<file path="src/design/spf_pkg.sv">
`timescale 1ns / 1ps

package spf_pkg;

    // block geometry
    localparam int BLOCK_SAMPLES = 512;
    localparam int MAX_PEAKS     = 16;
    localparam int SAMPLE_BITS   = 16;

    localparam int ADDR_W   = $clog2(BLOCK_SAMPLES);
    localparam int CNT_W    = $clog2(BLOCK_SAMPLES + 1);
    localparam int PIDX_W   = $clog2(MAX_PEAKS);
    localparam int PCNT_W   = $clog2(MAX_PEAKS + 2);
    localparam int SCALED_W = SAMPLE_BITS + 6;
    localparam int EXT_W    = ADDR_W + SAMPLE_BITS;

    // configuration registers
    localparam int GAP_W      = 9;
    localparam int CFG_IDX_W  = 1;
    localparam int CFG_DATA_W = 9;

    typedef logic signed [SAMPLE_BITS-1:0] sample_t;
    typedef logic signed [SAMPLE_BITS:0]   work_t;
    typedef logic signed [SCALED_W-1:0]    scaled_t;
    typedef logic [ADDR_W-1:0]             pos_t;
    typedef logic [CNT_W-1:0]              count_t;
    typedef logic [PIDX_W-1:0]             pidx_t;
    typedef logic [PCNT_W-1:0]             pcnt_t;
    typedef logic [GAP_W-1:0]              gap_t;
    typedef logic [CFG_IDX_W-1:0]          cfg_idx_t;
    typedef logic [CFG_DATA_W-1:0]         cfg_data_t;

    localparam cfg_idx_t REG_MIN_PEAK_GAP = 1'b0;
    localparam cfg_idx_t REG_FIND_MINIMA  = 1'b1;

    localparam gap_t    GAP_RESET      = gap_t'(60);
    localparam logic    FIND_MIN_RESET = 1'b1;
    localparam sample_t SAMPLE_MIN     = {1'b1, {(SAMPLE_BITS-1){1'b0}}};
    localparam sample_t SAMPLE_MAX     = {1'b0, {(SAMPLE_BITS-1){1'b1}}};
    localparam pcnt_t   PEAK_LIMIT     = pcnt_t'(MAX_PEAKS);
    localparam pcnt_t   PEAK_SAT       = pcnt_t'(MAX_PEAKS + 1);

    // controller to datapath
    typedef struct packed {
        logic load;
        logic scan_init;
        logic scan;
        logic scan_end;
        logic decide;
        logic walk;
        logic fin;
        logic emit_rd;
        logic emit_ld;
        logic emit_next;
        logic clear;
    } spf_cmd_t;

    // datapath to controller
    typedef struct packed {
        logic scan_done;
        logic walk_done;
        logic small_block;
        logic emit_last;
    } spf_status_t;

    // sample in the analysis domain, negated when valleys are wanted
    function automatic work_t to_work(sample_t raw, logic neg);
        work_t w;
        w = work_t'(raw);
        return neg ? -w : w;
    endfunction

    function automatic scaled_t times5(work_t v);
        scaled_t x;
        x = scaled_t'(v);
        return (x <<< 2) + x;
    endfunction

    function automatic pcnt_t sat_inc(pcnt_t c);
        return (c == PEAK_SAT) ? c : c + pcnt_t'(1);
    endfunction

endpackage

</file>
<file path="src/design/spf_ctrl.sv">
`timescale 1ns / 1ps

module spf_ctrl (
    input  logic                 clk,
    input  logic                 rst_n,
    input  logic                 in_valid,
    input  logic                 in_block_end,
    output logic                 in_ready,
    input  logic                 out_ready,
    output logic                 out_valid,
    input  spf_pkg::spf_status_t status,
    output spf_pkg::spf_cmd_t    cmd
);
    import spf_pkg::*;

    typedef enum logic [3:0] {
        LOAD, SCAN, SCAN_END, DECIDE, WALK, FINAL, EMIT_RD, EMIT_LD, EMIT_WAIT
    } state_t;

    state_t state_reg, state_next;
    logic   out_valid_reg, out_valid_next;
    logic   in_fire, out_fire;

    assign in_ready  = (state_reg == LOAD);
    assign out_valid = out_valid_reg;
    assign in_fire   = in_valid && in_ready;
    assign out_fire  = out_valid_reg && out_ready;

    // command decode
    always_comb
    begin
        cmd           = '0;
        cmd.load      = in_fire;
        cmd.scan_init = in_fire && in_block_end;
        cmd.scan      = (state_reg == SCAN);
        cmd.scan_end  = (state_reg == SCAN_END);
        cmd.decide    = (state_reg == DECIDE);
        cmd.walk      = (state_reg == WALK);
        cmd.fin       = (state_reg == FINAL);
        cmd.emit_rd   = (state_reg == EMIT_RD);
        cmd.emit_ld   = (state_reg == EMIT_LD);
        cmd.emit_next = out_fire && !status.emit_last;
        cmd.clear     = out_fire && status.emit_last;
    end

    // next state
    always_comb
    begin
        state_next     = state_reg;
        out_valid_next = out_valid_reg;
        case (state_reg)
            LOAD:
            begin
                if (in_fire && in_block_end)
                begin
                    state_next = SCAN;
                end
            end
            SCAN:
            begin
                if (status.scan_done)
                begin
                    state_next = SCAN_END;
                end
            end
            SCAN_END:  state_next = DECIDE;
            DECIDE:    state_next = status.small_block ? EMIT_RD : WALK;
            WALK:
            begin
                if (status.walk_done)
                begin
                    state_next = FINAL;
                end
            end
            FINAL:     state_next = EMIT_RD;
            EMIT_RD:   state_next = EMIT_LD;
            EMIT_LD:
            begin
                state_next     = EMIT_WAIT;
                out_valid_next = 1'b1;
            end
            EMIT_WAIT:
            begin
                if (out_fire)
                begin
                    out_valid_next = 1'b0;
                    state_next     = status.emit_last ? LOAD : EMIT_RD;
                end
            end
            default:
            begin
                state_next     = LOAD;
                out_valid_next = 1'b0;
            end
        endcase
    end

    always_ff @(posedge clk or negedge rst_n)
    begin
        if (!rst_n)
        begin
            state_reg     <= LOAD;
            out_valid_reg <= 1'b0;
        end
        else
        begin
            state_reg     <= state_next;
            out_valid_reg <= out_valid_next;
        end
    end

    // samples are never taken while a result is pending
    a_no_overlap: assert property (@(posedge clk) disable iff (!rst_n)
        !(in_ready && out_valid_reg))
        else $error("input open while result pending");

    // end of scan stream only seen while scanning
    a_scan_done: assert property (@(posedge clk) disable iff (!rst_n)
        status.scan_done |-> state_reg == SCAN)
        else $error("scan end outside scan");

    // last result of a block reopens the input
    a_reopen: assert property (@(posedge clk) disable iff (!rst_n)
        (out_fire && status.emit_last) |=> in_ready)
        else $error("input not reopened after last result");

endmodule

</file>
<file path="config.mk">
export PLATFORM = sky130hd
export DESIGN_NAME = spf_ctrl
export DESIGN_NICKNAME = d
export VERILOG_FILES = /design/src/design/spf_pkg.sv /design/src/design/spf_ctrl.sv
export SDC_FILE = /design/constraint.sdc
export NUM_CORES = 1
export LEC_CHECK = 0
export BUFFER_PORTS_ARGS = -buffer_cell sky130_fd_sc_hd__buf_2
export CORE_AREA = 2 2 39 41
export CTS_CLUSTER_DIAMETER = 60
export DETAILED_ROUTE_END_ITERATION = 8
export DIE_AREA = 0 0 41 43
export GPL_ROUTABILITY_DRIVEN = 1
export PLACE_DENSITY = 0.65
export SYNTH_ARGS = -nofsm -noshare
export SYNTH_HDL_FRONTEND = slang
export SYNTH_SLANG_ARGS = --single-unit
</file>
<file path="constraint.sdc">
create_clock -name clk -period 1.5 [get_ports clk]
set_clock_uncertainty 0.15 [all_clocks]
set_input_delay 0.15 -clock clk [delete_from_list [all_inputs] [get_ports clk]]
set_output_delay 0.15 -clock clk [all_outputs]
set_load 0.01 [all_outputs]
</file>
==> tab_implementation.tex <==
\begin{tabular}{lr}
\hline
Metric & Value \\
\hline
\multicolumn{2}{l}{\textbf{Status}} \\
\quad Status & finished, violations left \\
\quad Violated checks & negative setup slack \\
\multicolumn{2}{l}{\textbf{Floorplan}} \\
\quad Total core area & 1380 um2 \\
\quad Die X-Extent & 41 um \\
\quad Number of core rows & 14 \\
\quad Die height & 43 um \\
\quad I/O pin count & 22 \\
\quad Starting density of the core & 33.5\% \\
\quad Die area & 1760 um2 \\
\multicolumn{2}{l}{\textbf{Worst setup path}} \\
\quad Cell count of the worst reg-to-reg path & 4 \\
\quad Cell type group with the largest total delay on the critical path & simple AND/OR/NAND/NOR gates \\
\quad Critical path class & reg2out \\
\quad Biggest cell delay along the critical path & 410 ps \\
\quad Endpoint of the lowest-slack register-to-register path & state\_reg[2]\$\_DFFE\_PN0P\_ \\
\quad CP required & 1200 ps \\
\quad Internal reg-to-reg setup slack & -110 ps \\
\quad Crit path launch type & register \\
\quad Worst reg2reg startpoint & state\_reg[2]\$\_DFFE\_PN0P\_ \\
\quad Cell breakdown of the critical path & buf\_6 > nor4\_4 > and3\_1 > buf\_2 \\
\quad Bufs and invs on worst path & 2 \\
\quad Critical Path Fanout Max & 4 \\
\quad Arrival time at the worst endpoint & 1410 ps \\
\quad Worst-path cell with the longest stage delay & sky130\_fd\_sc\_hd\_\_dfrtp\_1 \\
\quad CP endpoint kind & output pin \\
\multicolumn{2}{l}{\textbf{Min path}} \\
\quad Cell depth of the worst min-delay path & 3 \\
\quad Path type of the worst min-delay path & in2reg \\
\quad Worst hold path endpoint & out\_valid\$\_DFFE\_PN0P\_ \\
\quad Hold Crit Start & out\_ready \\
\multicolumn{2}{l}{\textbf{Run}} \\
\quad Maximum Capacitance Violations & 0 \\
\multicolumn{2}{l}{\textbf{Routing}} \\
\quad Avg Vias per Cell & 4.83 \\
\quad Routed WL & 1080 um \\
\quad Routed length per instance & 10.8 um \\
\quad Number of nets with antenna violations after routing & 0 \\
\quad Detailed-route DRC error count & 0 \\
\quad Pre-Repair DR Iteration Count & 3 \\
\quad Routed via count & 483 \\
\quad Detailed Route Iter0 Violations & 8 \\
\multicolumn{2}{l}{\textbf{Clock tree}} \\
\quad Number of buffers inserted during clock tree synthesis & 3 \\
\quad TritonCTS Sinks & 5 \\
\quad H-tree levels & 1 \\
\quad CTS tree & done \\
\quad Clk Latency, worst-skew pair & 230 ps \\
\quad Clock transition at path regs & 40 ps \\
\quad Root Driver & sky130\_fd\_sc\_hd\_\_clkbuf\_4 \\
\quad Deepest clock path buffer count & 2 \\
\multicolumn{2}{l}{\textbf{Pwr}} \\
\quad Net Sw Frac & 41.0\% \\
\quad Post-layout power & 1420 uW \\
\quad P\_sw & 584 uW \\
\quad Maximum vdd ir drop & 796 uV \\
\quad Clk network pwr share & 10.5\% \\
\quad Share of power burned in combinational logic & 70.6\% \\
\quad Seq pwr share & 18.8\% \\
\quad Pint & 840 uW \\
\quad Static leakage & 0.000362 uW \\
\quad Pwr/cell area & 2020 nW/um2 \\
\multicolumn{2}{l}{\textbf{STA}} \\
\quad Slew at the pin closest to its max-slew limit & 289 ps \\
\quad Unrepaired setup endpoints after global routing & yes \\
\quad Final cycle utilization of the critical path & 114\% \\
\quad Smallest setup slack after layout & -209 ps \\
\quad Final setup violation count & 13 \\
\quad Relative slew slack & 80.6\% \\
\quad WHS & 80.2 ps \\
\quad Max Transition Viols Final & 0 \\
\quad Final Hold Violating Endpoints & 0 \\
\quad Final worst path period need & 1710 ps \\
\quad Achievable clock frequency & 585 MHz \\
\multicolumn{2}{l}{\textbf{GRT}} \\
\quad Gr usage total & 13.9\% \\
\quad Number of global-route vias before repair & 390 \\
\quad Initial antenna violation count & 0 \\
\quad Remaining Overflow, GRT & 0 \\
\quad Global-route wire length before repair & 1560 um \\
\quad Maximum number of pins on one net before global-route repair & 10 \\
\multicolumn{2}{l}{\textbf{Finish}} \\
\quad Largest register FFs & 4 \\
\quad Share of cells above drive strength 1 & 56.0\% \\
\quad Number of nets in the finished design & 94 \\
\quad Layout Area Growth over Synthesis & 52.0\% \\
\quad Number of antenna repair diodes & 0 \\
\multicolumn{2}{l}{\textbf{Place}} \\
\quad Quantity of I/O buffers inserted on ports & 21 \\
\quad Final weighted congestion in routability-driven placement & 0.846 \\
\quad Post-DP HPWL & 848 um \\
\multicolumn{2}{l}{\textbf{Synthesis}} \\
\quad Avg Inst Size Synth & 8.93 um2 \\
\quad Register bit count reported by yosys & 5 \\
\quad Synth unique cells & 26 \\
\quad Post-synthesis net count & 61 \\
\quad Summed instance area of the synthesized netlist & 464 um2 \\
\quad Sequential share of the synthesized area & 27.0\% \\
\quad Number of cells produced by synthesis & 52 \\
\quad Syn. warnings & 0 \\
\hline
\end{tabular}
==> power groups by stage <==
| stage | combinational (uW) | sequential [uW] | clock [uW] |
|---|---|---|---|
| floorplan | 621 | 255 | 0 |
| global placement | 846 | 268 | 0 |
| detailed placement | 852 | 269 | 0 |
| CTS | 998 | 264 | 161 |
| global route | 1090 | 276 | 171 |
| finish | 1010 | 268 | 150 |
==> Yosys cell counts <==
master	n	share of area, %
sky130_fd_sc_hd__or4b_4	1	3.0
sky130_fd_sc_hd__or4_2	1	1.9
sky130_fd_sc_hd__or2b_2	1	1.9
sky130_fd_sc_hd__a2bb2oi_2	1	3.2
sky130_fd_sc_hd__nand3b_1	2	3.2
sky130_fd_sc_hd__a21oi_1	2	2.2
sky130_fd_sc_hd__dfrtp_1	5	27
sky130_fd_sc_hd__nor3_1	4	4.3
sky130_fd_sc_hd__o2111a_1	2	4.9
sky130_fd_sc_hd__o21bai_1	1	1.6
sky130_fd_sc_hd__and3b_1	1	1.9
sky130_fd_sc_hd__or4b_1	1	2.2
sky130_fd_sc_hd__nand2b_1	4	5.4
sky130_fd_sc_hd__o21ai_0	2	2.2
sky130_fd_sc_hd__inv_1	1	0.81
sky130_fd_sc_hd__nand3_1	1	1.1
sky130_fd_sc_hd__nor2_1	5	4.0
sky130_fd_sc_hd__clkbuf_8	1	3.0
sky130_fd_sc_hd__nor4_4	1	4.6
sky130_fd_sc_hd__and2_1	1	1.3
sky130_fd_sc_hd__buf_6	2	4.9
sky130_fd_sc_hd__and3_1	2	2.7
sky130_fd_sc_hd__a31oi_1	2	2.7
sky130_fd_sc_hd__nand2_1	4	3.2
sky130_fd_sc_hd__a21bo_1	1	2.2
sky130_fd_sc_hd__buf_4	3	4.9
==> area by class of cell <==
cell class	instances	area (um2)
Tap cell	16	20.0
Inverter	1	3.75
Clock buffer	4	26.3
Timing Repair Buffer	34	226
Multi-Input combinational cell	40	304
Sequential cell	5	125
Fill cell	130	678
==> cell usage in the layout (no fill, tap or decap), drive strengths merged <==
cell and instances:
a21bo 1, a21oi 2, a2bb2oi 1, a31oi 2, and2 1, and3 2, and3b 1, buf 33
clkbuf 4, dfrtp 5, dlygate4sd3 1, inv 1, nand2 4, nand2b 4, nand3 1, nand3b 2
nor2 5, nor3 4, nor4 1, o2111a 2, o21ai 2, o21bai 1, or2b 1, or4 1
or4b 2
==> worst max path at each step <==
stage / from / endpoint / depth (start not counted)
after floorplan: state_reg[1]$_DFFE_PN0P_ / state_reg[0]$_DFFE_PN0P_ / 4
after global placement: state_reg[0]$_DFFE_PN0P_ / state_reg[0]$_DFFE_PN0P_ / 3
after detailed placement: state_reg[1]$_DFFE_PN0P_ / state_reg[1]$_DFFE_PN0P_ / 3
after CTS: state_reg[2]$_DFFE_PN0P_ / cmd[9] / 4
after global routing: state_reg[1]$_DFFE_PN0P_ / cmd[9] / 4
final: state_reg[1]$_DFFE_PN0P_ / cmd[9] / 4
==> metal layers <==
layer / global-route usage [%] / wire length (um) / vias to the layer above
met2: 21.6 / 597 / 9
met1: 15.5 / 455 / 222
met4: 10.0 / 0 / 0
li1: - / - / 252
met5: 0 / 0 / -
met3: 3.14 / 30 / 0
==> worst min-delay path: cells and delay by family <==
kind                   cells  cell delay [ps]
AOI/OAI and AO/OA          1               70
buffers and inverters      1              100
and+or+nand+nor            1               90
==> logic make-up (layout without fill, tap and decap cells) <==
kind of cell	after synthesis	count (layout)	synth area share [%]
flip-flops	5	5	27.0
AO/OA/AOI/OAI	11	11	18.9
buffers and inverters	7	39	13.5
AND/OR/NAND/NOR	29	29	40.7
==> per-stage QoR <==
stage	cell area [um2]	utilization [%]	std cells	setup TNS [ps]	setup WS [ps]
after floorplan	464	-	52	-181	-103
after global placement	598	43.2	92	-149	-46.4
after detailed placement	598	43.2	92	-222	-61.6
after CTS	698	50.5	100	-1250	-208
after global routing	706	51.0	100	-2230	-257
final	706	51.0	100	-1240	-209
==> timing repair <==
action | in CTS | in global routing
resized for setup | 10 | 2
setup endpoints to repair | 13 | 15
cloned | 0 | 0
hold endpoints to repair | 5 | 0
buffers inserted | 3 | 0
hold buffers | 1 | 0
pin swaps | 6 | 5
No activity file was read; power rests on OpenSTA's default activity.
